### src/rtl/lockc_pkg.sv
// Package for the code lock controller: mode, event and message codes,
// and the reset values of the setup registers. No dependencies.
package lockc_pkg;

   typedef enum logic [2:0] {
      MODE_VERIFY = 3'd0,
      MODE_CHANGE = 3'd1,
      MODE_MENU   = 3'd2,
      MODE_LOG    = 3'd3,
      MODE_CLOCK  = 3'd4,
      MODE_MSG    = 3'd5,
      MODE_SLEEP  = 3'd6
   } mode_type;

   // request event codes
   localparam logic [2:0] OP_NONE      = 3'd0;
   localparam logic [2:0] OP_DOOR_OPEN = 3'd1;
   localparam logic [2:0] OP_DOOR_SHUT = 3'd2;
   localparam logic [2:0] OP_OVP_ON    = 3'd3;
   localparam logic [2:0] OP_OVP_OFF   = 3'd4;
   localparam logic [2:0] OP_BUTTON    = 3'd5;
   localparam logic [2:0] OP_CONFIRM   = 3'd6;
   localparam logic [2:0] OP_KNOB      = 3'd7;

   // message codes
   localparam logic [2:0] MSG_NONE    = 3'd0;
   localparam logic [2:0] MSG_NO_CODE = 3'd1;
   localparam logic [2:0] MSG_CORRECT = 3'd2;
   localparam logic [2:0] MSG_WRONG   = 3'd3;
   localparam logic [2:0] MSG_SAVED   = 3'd4;

   // setup register indexes
   localparam logic [1:0] CSR_REDRAW_PERIOD = 2'd0;
   localparam logic [1:0] CSR_MESSAGE_TIME  = 2'd1;
   localparam logic [1:0] CSR_IDLE_TIMEOUT  = 2'd2;
   localparam logic [1:0] CSR_RELOCK_TIME   = 2'd3;

   localparam logic [15:0] RST_REDRAW_PERIOD = 16'd150;
   localparam logic [15:0] RST_MESSAGE_TIME  = 16'd2000;
   localparam logic [15:0] RST_IDLE_TIMEOUT  = 16'd15000;
   localparam logic [15:0] RST_RELOCK_TIME   = 16'd10000;

   localparam logic [1:0] LED_OFF   = 2'd0;
   localparam logic [1:0] LED_ON    = 2'd1;
   localparam logic [1:0] LED_BLINK = 2'd2;

endpackage

### src/rtl/code_lock_controller.sv
// Code lock controller: one request is one 1 ms tick, one response per tick.
// Latency: the response is registered and valid the cycle after the request is taken.
// Throughput: one request per cycle; a request is taken while the response register
// is empty or being drained in the same cycle.
// Reset (synchronous, active high) restores verify mode, clears entry, flags and timers,
// and loads the setup registers with their defaults. The stored code has no reset.
module code_lock_controller
   import lockc_pkg::*;
#(
   parameter int CODE_DIGITS = 4
) (
   input  logic        clock,
   input  logic        reset,

   input  logic        req_valid,
   output logic        req_ready,
   input  logic [2:0]  req_operation,
   input  logic [3:0]  req_digit,
   input  logic        req_menu_choice,

   output logic        rsp_valid,
   input  logic        rsp_ready,
   output logic [2:0]  rsp_mode,
   output logic        rsp_alarm_on,
   output logic        rsp_lock_open,
   output logic [1:0]  rsp_status_led,
   output logic        rsp_ok_pulse,
   output logic        rsp_fail_pulse,
   output logic [2:0]  rsp_message,
   output logic [2:0]  rsp_digits_entered,
   output logic        rsp_redraw,
   output logic        rsp_attempt_valid,
   output logic [15:0] rsp_attempt_code,
   output logic        rsp_attempt_ok,

   input  logic        csr_we,
   input  logic [1:0]  csr_index,
   input  logic [15:0] csr_wdata
);

   localparam int CNT_W  = $clog2(CODE_DIGITS + 1);
   localparam int PACK_N = (CODE_DIGITS < 4) ? CODE_DIGITS : 4;

   // setup registers
   logic [15:0] redraw_period_ff, message_time_ff, idle_timeout_ff, relock_time_ff;

   // tick state
   mode_type    mode_ff, mode_in;
   logic [3:0]  entry_ff [CODE_DIGITS];
   logic [3:0]  entry_in [CODE_DIGITS];
   logic [3:0]  stored_ff [CODE_DIGITS];
   logic [3:0]  stored_in [CODE_DIGITS];
   logic [CNT_W-1:0] count_ff, count_in;
   logic        code_stored_ff, code_stored_in;
   logic        door_ff, door_in;
   logic        ovp_ff, ovp_in;
   logic        unlocked_ff, unlocked_in;
   logic        opened_ff, opened_in;
   logic [15:0] relock_ff, relock_in;
   logic [15:0] idle_ff, idle_in;
   logic [15:0] msgcnt_ff, msgcnt_in;
   logic [15:0] redraw_cnt_ff, redraw_cnt_in;
   logic [2:0]  held_ff, held_in;

   // response register
   logic        rsp_valid_ff;
   logic [2:0]  rsp_mode_ff;
   logic        rsp_alarm_ff, rsp_lock_ff, rsp_ok_ff, rsp_fail_ff;
   logic [1:0]  rsp_led_ff;
   logic [2:0]  rsp_msg_ff, rsp_digits_ff;
   logic        rsp_redraw_ff, rsp_av_ff, rsp_aok_ff;
   logic [15:0] rsp_code_ff;

   // response next values
   logic        ok_in, fail_in, strobe_in, av_in, aok_in, alarm_in;
   logic [15:0] code_in;
   logic [1:0]  led_in;

   logic        req_take;
   logic [15:0] msg_hold;

   assign req_ready = !rsp_valid_ff || rsp_ready;
   assign req_take  = req_valid && req_ready;

   // redraw hold while a message shows, saturated
   assign msg_hold = (message_time_ff == 16'hFFFF) ? 16'hFFFF : message_time_ff + 16'd1;

   always_comb begin
      logic [2:0] ev;
      logic       skip;
      logic       full;
      logic       match;
      ev    = req_operation;
      skip  = 1'b0;
      full  = 1'b0;
      match = 1'b0;

      mode_in        = mode_ff;
      entry_in       = entry_ff;
      stored_in      = stored_ff;
      count_in       = count_ff;
      code_stored_in = code_stored_ff;
      door_in        = door_ff;
      ovp_in         = ovp_ff;
      unlocked_in    = unlocked_ff;
      opened_in      = opened_ff;
      relock_in      = relock_ff;
      idle_in        = idle_ff;
      msgcnt_in      = msgcnt_ff;
      redraw_cnt_in  = redraw_cnt_ff;
      held_in        = held_ff;
      ok_in          = 1'b0;
      fail_in        = 1'b0;
      strobe_in      = 1'b0;
      av_in          = 1'b0;
      aok_in         = 1'b0;
      code_in        = '0;

      // user activity wakes the block; the waking event is swallowed
      if (req_operation inside {OP_BUTTON, OP_CONFIRM, OP_KNOB}) begin
         idle_in = '0;
         if (mode_ff == MODE_SLEEP) begin
            mode_in       = MODE_VERIFY;
            redraw_cnt_in = '0;
            for (int i = 0; i < CODE_DIGITS; i++) entry_in[i] = '0;
            count_in      = '0;
            ev            = OP_NONE;
         end
      end

      case (req_operation)
         OP_DOOR_OPEN: begin
            door_in = 1'b1;
            if (unlocked_ff) begin
               opened_in = 1'b1;
               relock_in = '0;
            end
         end
         OP_DOOR_SHUT: begin
            door_in = 1'b0;
            if (unlocked_ff && opened_ff) begin
               unlocked_in = 1'b0;
               opened_in   = 1'b0;
               relock_in   = '0;
            end
         end
         OP_OVP_ON:  ovp_in = 1'b1;
         OP_OVP_OFF: ovp_in = 1'b0;
         default: ;
      endcase

      // relock timer
      if (relock_in != '0) begin
         relock_in = relock_in - 16'd1;
         if (relock_in == '0) begin
            unlocked_in = 1'b0;
            opened_in   = 1'b0;
         end
      end

      // idle timer; sleep waits for a message to finish
      if (mode_in != MODE_SLEEP) begin
         if (idle_in < idle_timeout_ff) begin
            idle_in = idle_in + 16'd1;
         end else if (mode_in != MODE_MSG) begin
            mode_in       = MODE_SLEEP;
            redraw_cnt_in = '0;
            skip          = 1'b1;
         end
      end

      if (!skip && ev == OP_BUTTON && mode_in != MODE_MSG) begin
         case (mode_in)
            MODE_VERIFY: mode_in = MODE_CHANGE;
            MODE_CHANGE: mode_in = MODE_MENU;
            default:     mode_in = MODE_VERIFY;
         endcase
         redraw_cnt_in = '0;
         if (mode_in == MODE_VERIFY || mode_in == MODE_CHANGE) begin
            for (int i = 0; i < CODE_DIGITS; i++) entry_in[i] = '0;
            count_in = '0;
         end
         skip = 1'b1;
      end

      if (!skip) begin
         case (mode_in)
            MODE_VERIFY, MODE_CHANGE: begin
               if (ev == OP_CONFIRM) begin
                  if (count_in < CNT_W'(CODE_DIGITS)) begin
                     for (int i = 0; i < CODE_DIGITS; i++)
                        if (count_in == CNT_W'(i)) entry_in[i] = req_digit;
                     count_in = count_in + CNT_W'(1);
                  end
                  full = (count_in >= CNT_W'(CODE_DIGITS));
                  if (full) begin
                     match = 1'b1;
                     for (int i = 0; i < CODE_DIGITS; i++)
                        if (entry_in[i] != stored_ff[i]) match = 1'b0;
                     for (int i = 0; i < PACK_N; i++)
                        code_in[15-4*i -: 4] = entry_in[i];
                     if (mode_in == MODE_CHANGE) begin
                        stored_in      = entry_in;
                        code_stored_in = 1'b1;
                        av_in          = 1'b1;
                        held_in        = MSG_SAVED;
                     end else if (!code_stored_ff) begin
                        held_in = MSG_NO_CODE;
                        code_in = '0;
                     end else begin
                        av_in  = 1'b1;
                        aok_in = match;
                        if (match) begin
                           unlocked_in = 1'b1;
                           opened_in   = 1'b0;
                           relock_in   = relock_time_ff;
                           ok_in       = 1'b1;
                           held_in     = MSG_CORRECT;
                        end else begin
                           fail_in = 1'b1;
                           held_in = MSG_WRONG;
                        end
                     end
                     msgcnt_in     = message_time_ff;
                     redraw_cnt_in = msg_hold;
                     mode_in       = MODE_MSG;
                     for (int i = 0; i < CODE_DIGITS; i++) entry_in[i] = '0;
                     count_in = '0;
                     skip     = 1'b1;
                  end
               end
            end
            MODE_MENU: begin
               if (ev == OP_CONFIRM) begin
                  mode_in       = req_menu_choice ? MODE_CLOCK : MODE_LOG;
                  redraw_cnt_in = '0;
                  skip          = 1'b1;
               end
            end
            MODE_LOG, MODE_CLOCK: begin
               if (ev == OP_CONFIRM) begin
                  mode_in       = MODE_MENU;
                  redraw_cnt_in = '0;
                  skip          = 1'b1;
               end
            end
            MODE_MSG: begin
               if (msgcnt_in != '0) begin
                  msgcnt_in = msgcnt_in - 16'd1;
               end else begin
                  mode_in       = MODE_VERIFY;
                  redraw_cnt_in = '0;
                  for (int i = 0; i < CODE_DIGITS; i++) entry_in[i] = '0;
                  count_in = '0;
                  skip     = 1'b1;
               end
            end
            MODE_SLEEP: ;
            default: begin
               mode_in       = MODE_VERIFY;
               redraw_cnt_in = '0;
               for (int i = 0; i < CODE_DIGITS; i++) entry_in[i] = '0;
               count_in = '0;
               skip     = 1'b1;
            end
         endcase
      end

      // redraw timer
      if (!skip) begin
         if (redraw_cnt_in != '0) begin
            redraw_cnt_in = redraw_cnt_in - 16'd1;
         end else begin
            redraw_cnt_in = redraw_period_ff;
            strobe_in     = 1'b1;
         end
      end

      if (mode_in != MODE_MSG) held_in = MSG_NONE;
   end

   assign alarm_in = !unlocked_in && (door_in || ovp_in);
   assign led_in   = alarm_in ? LED_BLINK : (unlocked_in ? LED_ON : LED_OFF);

   always_ff @(posedge clock) begin
      if (reset) begin
         redraw_period_ff <= RST_REDRAW_PERIOD;
         message_time_ff  <= RST_MESSAGE_TIME;
         idle_timeout_ff  <= RST_IDLE_TIMEOUT;
         relock_time_ff   <= RST_RELOCK_TIME;
      end else if (csr_we) begin
         case (csr_index)
            CSR_REDRAW_PERIOD: redraw_period_ff <= csr_wdata;
            CSR_MESSAGE_TIME:  message_time_ff  <= csr_wdata;
            CSR_IDLE_TIMEOUT:  idle_timeout_ff  <= csr_wdata;
            CSR_RELOCK_TIME:   relock_time_ff   <= csr_wdata;
            default: ;
         endcase
      end
   end

   always_ff @(posedge clock) begin
      if (reset) begin
         mode_ff        <= MODE_VERIFY;
         for (int i = 0; i < CODE_DIGITS; i++) entry_ff[i] <= '0;
         count_ff       <= '0;
         code_stored_ff <= 1'b0;
         door_ff        <= 1'b0;
         ovp_ff         <= 1'b0;
         unlocked_ff    <= 1'b0;
         opened_ff      <= 1'b0;
         relock_ff      <= '0;
         idle_ff        <= '0;
         msgcnt_ff      <= '0;
         redraw_cnt_ff  <= '0;
         held_ff        <= MSG_NONE;
         rsp_valid_ff   <= 1'b0;
      end else begin
         if (req_take) begin
            mode_ff        <= mode_in;
            entry_ff       <= entry_in;
            count_ff       <= count_in;
            code_stored_ff <= code_stored_in;
            door_ff        <= door_in;
            ovp_ff         <= ovp_in;
            unlocked_ff    <= unlocked_in;
            opened_ff      <= opened_in;
            relock_ff      <= relock_in;
            idle_ff        <= idle_in;
            msgcnt_ff      <= msgcnt_in;
            redraw_cnt_ff  <= redraw_cnt_in;
            held_ff        <= held_in;
            rsp_valid_ff   <= 1'b1;
         end else if (rsp_ready) begin
            rsp_valid_ff <= 1'b0;
         end
      end
   end

   // stored code and response payload, no reset
   always_ff @(posedge clock) begin
      if (req_take) begin
         stored_ff     <= stored_in;
         rsp_mode_ff   <= mode_in;
         rsp_alarm_ff  <= alarm_in;
         rsp_lock_ff   <= unlocked_in;
         rsp_led_ff    <= led_in;
         rsp_ok_ff     <= ok_in;
         rsp_fail_ff   <= fail_in;
         rsp_msg_ff    <= held_in;
         rsp_digits_ff <= 3'(count_in);
         rsp_redraw_ff <= strobe_in;
         rsp_av_ff     <= av_in;
         rsp_code_ff   <= code_in;
         rsp_aok_ff    <= aok_in;
      end
   end

   assign rsp_valid          = rsp_valid_ff;
   assign rsp_mode           = rsp_mode_ff;
   assign rsp_alarm_on       = rsp_alarm_ff;
   assign rsp_lock_open      = rsp_lock_ff;
   assign rsp_status_led     = rsp_led_ff;
   assign rsp_ok_pulse       = rsp_ok_ff;
   assign rsp_fail_pulse     = rsp_fail_ff;
   assign rsp_message        = rsp_msg_ff;
   assign rsp_digits_entered = rsp_digits_ff;
   assign rsp_redraw         = rsp_redraw_ff;
   assign rsp_attempt_valid  = rsp_av_ff;
   assign rsp_attempt_code   = rsp_code_ff;
   assign rsp_attempt_ok     = rsp_aok_ff;

`ifndef SYNTH
   // a correct code disarms and shows a message in the same tick
   a_ok_unlocks: assert property (@(posedge clock) disable iff (reset)
      rsp_valid && rsp_ok_pulse |-> rsp_lock_open && rsp_mode == MODE_MSG && rsp_attempt_ok)
      else $error("ok pulse without unlock and message");

   // a match flag only comes with an attempt record
   a_aok_has_record: assert property (@(posedge clock) disable iff (reset)
      rsp_valid && rsp_attempt_ok |-> rsp_attempt_valid && !rsp_fail_pulse)
      else $error("attempt_ok without attempt record");

   // message code is only shown in message mode
   a_msg_only_in_msg: assert property (@(posedge clock) disable iff (reset)
      rsp_valid && rsp_mode != MODE_MSG |-> rsp_message == MSG_NONE)
      else $error("message code outside message mode");

   // alarm never sounds while disarmed
   a_no_alarm_open: assert property (@(posedge clock) disable iff (reset)
      rsp_valid && rsp_lock_open |-> !rsp_alarm_on && rsp_status_led == LED_ON)
      else $error("alarm while disarmed");
`endif

endmodule

### config.mk
export PLATFORM = sky130hd
export DESIGN_NAME = code_lock_controller
export DESIGN_NICKNAME = d
export VERILOG_FILES = /design/src/rtl/lockc_pkg.sv /design/src/rtl/code_lock_controller.sv
export SDC_FILE = /design/constraint.sdc
export NUM_CORES = 1
export LEC_CHECK = 0
export ABC_AREA = 1
export BUFFER_PORTS_ARGS = -buffer_cell sky130_fd_sc_hd__buf_4
export CAP_MARGIN = 25
export CORE_MARGIN = 4
export CORE_UTILIZATION = 40
export CTS_BUF_LIST = sky130_fd_sc_hd__clkbuf_4 sky130_fd_sc_hd__clkbuf_8
export DETAILED_ROUTE_END_ITERATION = 6
export PLACE_DENSITY = 0.53
export SYNTH_ARGS = -nofsm -noshare
export SYNTH_HDL_FRONTEND = slang
export SYNTH_SLANG_ARGS = --single-unit
### constraint.sdc
create_clock -name clock -period 15.75 [get_ports clock]
set_clock_uncertainty 0.15 [all_clocks]
set_input_delay 1.575 -clock clock [delete_from_list [all_inputs] [get_ports clock]]
set_output_delay 1.575 -clock clock [all_outputs]
set_load 0.01 [all_outputs]
==> results.ini <==
[power]
irDropWorstVdd_mv = 0.0926
p_per_area_mw_per_mm2 = 118
leakagePower_nw = 6.65

[clocking]
cts_made_buffers = 41
cts_tree = done
cts_buffer_depth = 3
cts.sinks = 208
cts_resized = 0
clkLatencyLatePin_ns = 0.56
ctsHoldBuffers = 0
post-cts-setup-buffers = 0
htreeDepth = 2
cts.reportedPaths.clkPinSlew_ns = 0.05
cts-root-buf = clkbuf_8

[timing]
relSlewSlack = 0.341
tns_ns = 0
tightest_slew_ns = 0.988
rsz0062_at_grt = false
max_freq_ghz = 0.138
finalMaxSlewViolations = 0
setup_viol = 0
hold_viol = 0
period_minus_slack_ns = 7.23
min_period_over_period = 0.459

[global_route]
grt_max_degree = 106
gr-total-overflow = 0
antenna_found_initial = 0
grt_pass1_wl_mm = 66.4
grt.total_usage = 0.230
grt_pass1_vias = 11970

[logic_synthesis]
ys_async_sr_fraction = 0
synth_cell_types = 48
synthCells = 1994
synth_seq_area_share = 0.353
yosys_register_bits = 208
synth_edf_count = 49
synthFlopType = dfxtp_1
synth.avg_cell_area_um2 = 6.61
syn_area_mm2 = 0.0132
syn_nets = 2051
ys_warn_count = 0

[place]
place.gp.congestion = 0.927
io_buffer_count = 66
dp.cells = 2428
dp_hpwl_mm = 30.4

[detailed_routing]
vias_per_cell = 5.26
vias = 13159
drtIter0Drc = 1255
totalWireLength_mm = 42.5
ant_nets = 0
firstDrtPassIters = 5
post_drt_wl_per_cell_um = 17.0
drc = 0

[setup_path]
crit_path_max_fanout = 32
cp-start-kind = primary input
r2r_slack_ns = 10.02
reg2reg_depth = 24
worst_setup_path_end_kind = flip-flop
timing.rr.end = relock_ff[15]$_SDFFE_PP0P_
cp.arrival_ns = 7.47
critPathKind = primary input to flip-flop
r2r-start = idle_ff[11]$_SDFFE_PP0P_
cp.required_ns = 15.99

[floorplanning]
die_x_um = 189
die_height_um = 189
initial_core_util = 0.405
io_pins = 67
core_mm2 = 0.0325
rows = 66
dieArea_mm2 = 0.0359

[cells_and_area]
register_area_mm2 = 0.00465
n_antenna_cell = 0
instances_no_fill = 2502
fillerInstances = 3515
drive_above_1_share = 0.109
area_growth_pct = 11.9
multi_input_area_mm2 = 0.00704
fin_nets = 2086

[hold_path]
min_path_type = flip-flop to flip-flop
whs_path_depth = 2
min_from = redraw_period_ff[14]$_SDFFE_PP0P_
min_to = redraw_period_ff[14]$_SDFFE_PP0P_

[job]
max_cap_violations = 0

[status]
status = completed

kinds of logic after synthesis:
kind of cell,after synthesis,share of synthesized area
buf+inv,366,0.113
xor+xnor,28,0.0186
fa+ha+maj,26,0.0247
simple gates,980,0.329
flops,208,0.353
compound gates,386,0.161
cells in the mapped netlist, types with 3 or more instances:
| cell | instances | area, um2 |
|---|---|---|
| nand2_1 | 448 | 1680 |
| inv_1 | 256 | 961 |
| nor2_1 | 216 | 811 |
| nand3_1 | 178 | 891 |
| a21oi_1 | 164 | 821 |
| dfxtp_1 | 159 | 3180 |
| o21ai_0 | 130 | 651 |
| clkbuf_1 | 58 | 218 |
| edfxtp_1 | 49 | 1470 |
| nor3_1 | 43 | 215 |
| a31oi_1 | 30 | 188 |
| ha_1 | 26 | 325 |
| o211ai_1 | 23 | 173 |
| xor2_1 | 23 | 201 |
| nand4_1 | 22 | 138 |
| inv_2 | 17 | 63.8 |
| buf_2 | 14 | 70.1 |
| nand2_2 | 13 | 81.3 |
| o22ai_1 | 13 | 81.3 |
| nand3b_1 | 12 | 90.1 |
| nor4_1 | 12 | 75.1 |
| buf_6 | 7 | 78.8 |
| o21ai_1 | 7 | 35.0 |
| nand3_2 | 6 | 60.1 |
| nor2_2 | 6 | 37.5 |
| buf_4 | 5 | 37.5 |
| nand2_4 | 5 | 56.3 |
| o21ai_2 | 5 | 43.8 |
| or2_2 | 5 | 31.3 |
| xnor2_1 | 5 | 43.8 |
| clkinv_1 | 4 | 15.0 |
| o21a_1 | 4 | 30.0 |
| a211oi_1 | 3 | 22.5 |
| buf_1 | 3 | 11.3 |
| nand2_8 | 3 | 60.1 |
| nor2_4 | 3 | 33.8 |
sequential cells by signal, summed over array words and instances, names as in the netlist, 2 cells and up:
register / cells
entry_ff: 16
idle_ff: 16
idle_timeout_ff: 16
message_time_ff: 16
msgcnt_ff: 16
redraw_cnt_ff: 16
redraw_period_ff: 16
relock_ff: 16
relock_time_ff: 16
rsp_attempt_code: 16
stored_ff: 16
count_ff: 3
held_ff: 3
mode_ff: 3
rsp_digits_entered: 3
rsp_message: 3
rsp_mode: 3
rsp_status_led: 2
worst max-delay path, stage by stage:
cell and delay (ns):
buf_4 0.13, o21ai_4 0.45, inv_2 0.24, nor2_1 0.22, ha_1 0.28, a21oi_1 0.16, a31oi_1 0.11, nor2_1 0.29
nand2_4 0.21, nand2_2 0.14, nand3_2 0.12, nand2_8 0.25, inv_1 0.09, nor3_1 0.29, ha_1 0.24, inv_1 0.26
nand2_4 0.32, nand2_2 0.23, nor2_2 0.32, inv_1 0.20, nor3_1 0.29, nand2_2 0.37, inv_2 0.35, nand2_1 0.10
nand3_1 0.08, a21oi_1 0.08
layout make-up:
cell class                      instances  share of cell area
Clock inverter                          6             0.00212
Clock buffer                           68              0.0558
Sequential cell                       208               0.316
Multi-Input combinational cell       1420               0.477
Inverter                              277              0.0706
Tap cell                              442              0.0375
Timing Repair Buffer                   81              0.0412
per-stage QoR:
stage	power, W	worst slack (ns)	cell area [um2]	util	hold slack (ns)
after detailed placement	0.00118	8.02	13900	0.427	0.303
after global routing	0.00186	7.89	14700	0.453	0.329
after floorplan	0.00104	9.67	13200	-	0.280
after CTS	0.00176	8.59	14700	0.453	0.311
final	0.00174	8.52	14700	0.453	0.307
after global placement	0.00118	8.24	13900	0.427	0.299
power by group:
| group | switching, W | internal [W] | total, W |
|---|---|---|---|
| Clock | 0.000241 | 0.000329 | 0.000570 |
| Sequential | 0.0000201 | 0.000588 | 0.000608 |
| Combinational | 0.000375 | 0.000188 | 0.000563 |
how the worst max path moves through the flow:
stage	from	end	slack [ns]	depth (start not counted)
2_1_floorplan	req_operation[0]	redraw_cnt_ff[6]$_SDFFE_PP0P_	9.67	32
3_3_place_gp	req_operation[0]	relock_ff[1]$_SDFFE_PP0P_	8.24	26
3_5_place_dp	req_operation[0]	relock_ff[15]$_SDFFE_PP0P_	8.02	26
4_1_cts	req_operation[0]	relock_ff[15]$_SDFFE_PP0P_	8.59	26
5_1_grt	req_operation[0]	relock_ff[15]$_SDFFE_PP0P_	7.89	28
6_report	req_operation[0]	relock_ff[15]$_SDFFE_PP0P_	8.52	26
per-layer routing:
metal,wire [um],global-route usage
met2,18700,0.356
met5,0,0
met1,20100,0.337
met4,880,0.0609
met3,2900,0.0345
layout by cell type (no fill, tap or decap), types with 6 or more instances in the layout:
cell type and count:
clkbuf_4 18, nor2_1 216, a21oi_1 164, xor2_1 23, o21ai_0 130, clkbuf_8 50, nand3b_1 12, dfxtp_1 159
nor2_2 6, clkinv_1 6, inv_1 255, nand4_1 22, nand3_2 6, edfxtp_1 49, nand2_1 447, buf_4 81
inv_2 17, nor3_1 43, nor4_1 12, o22ai_1 13, ha_1 26, o21ai_1 7, nand3_1 178, nand2_2 14
a31oi_1 30, o211ai_1 23
Note: power is estimated with default switching activity, not from simulation.
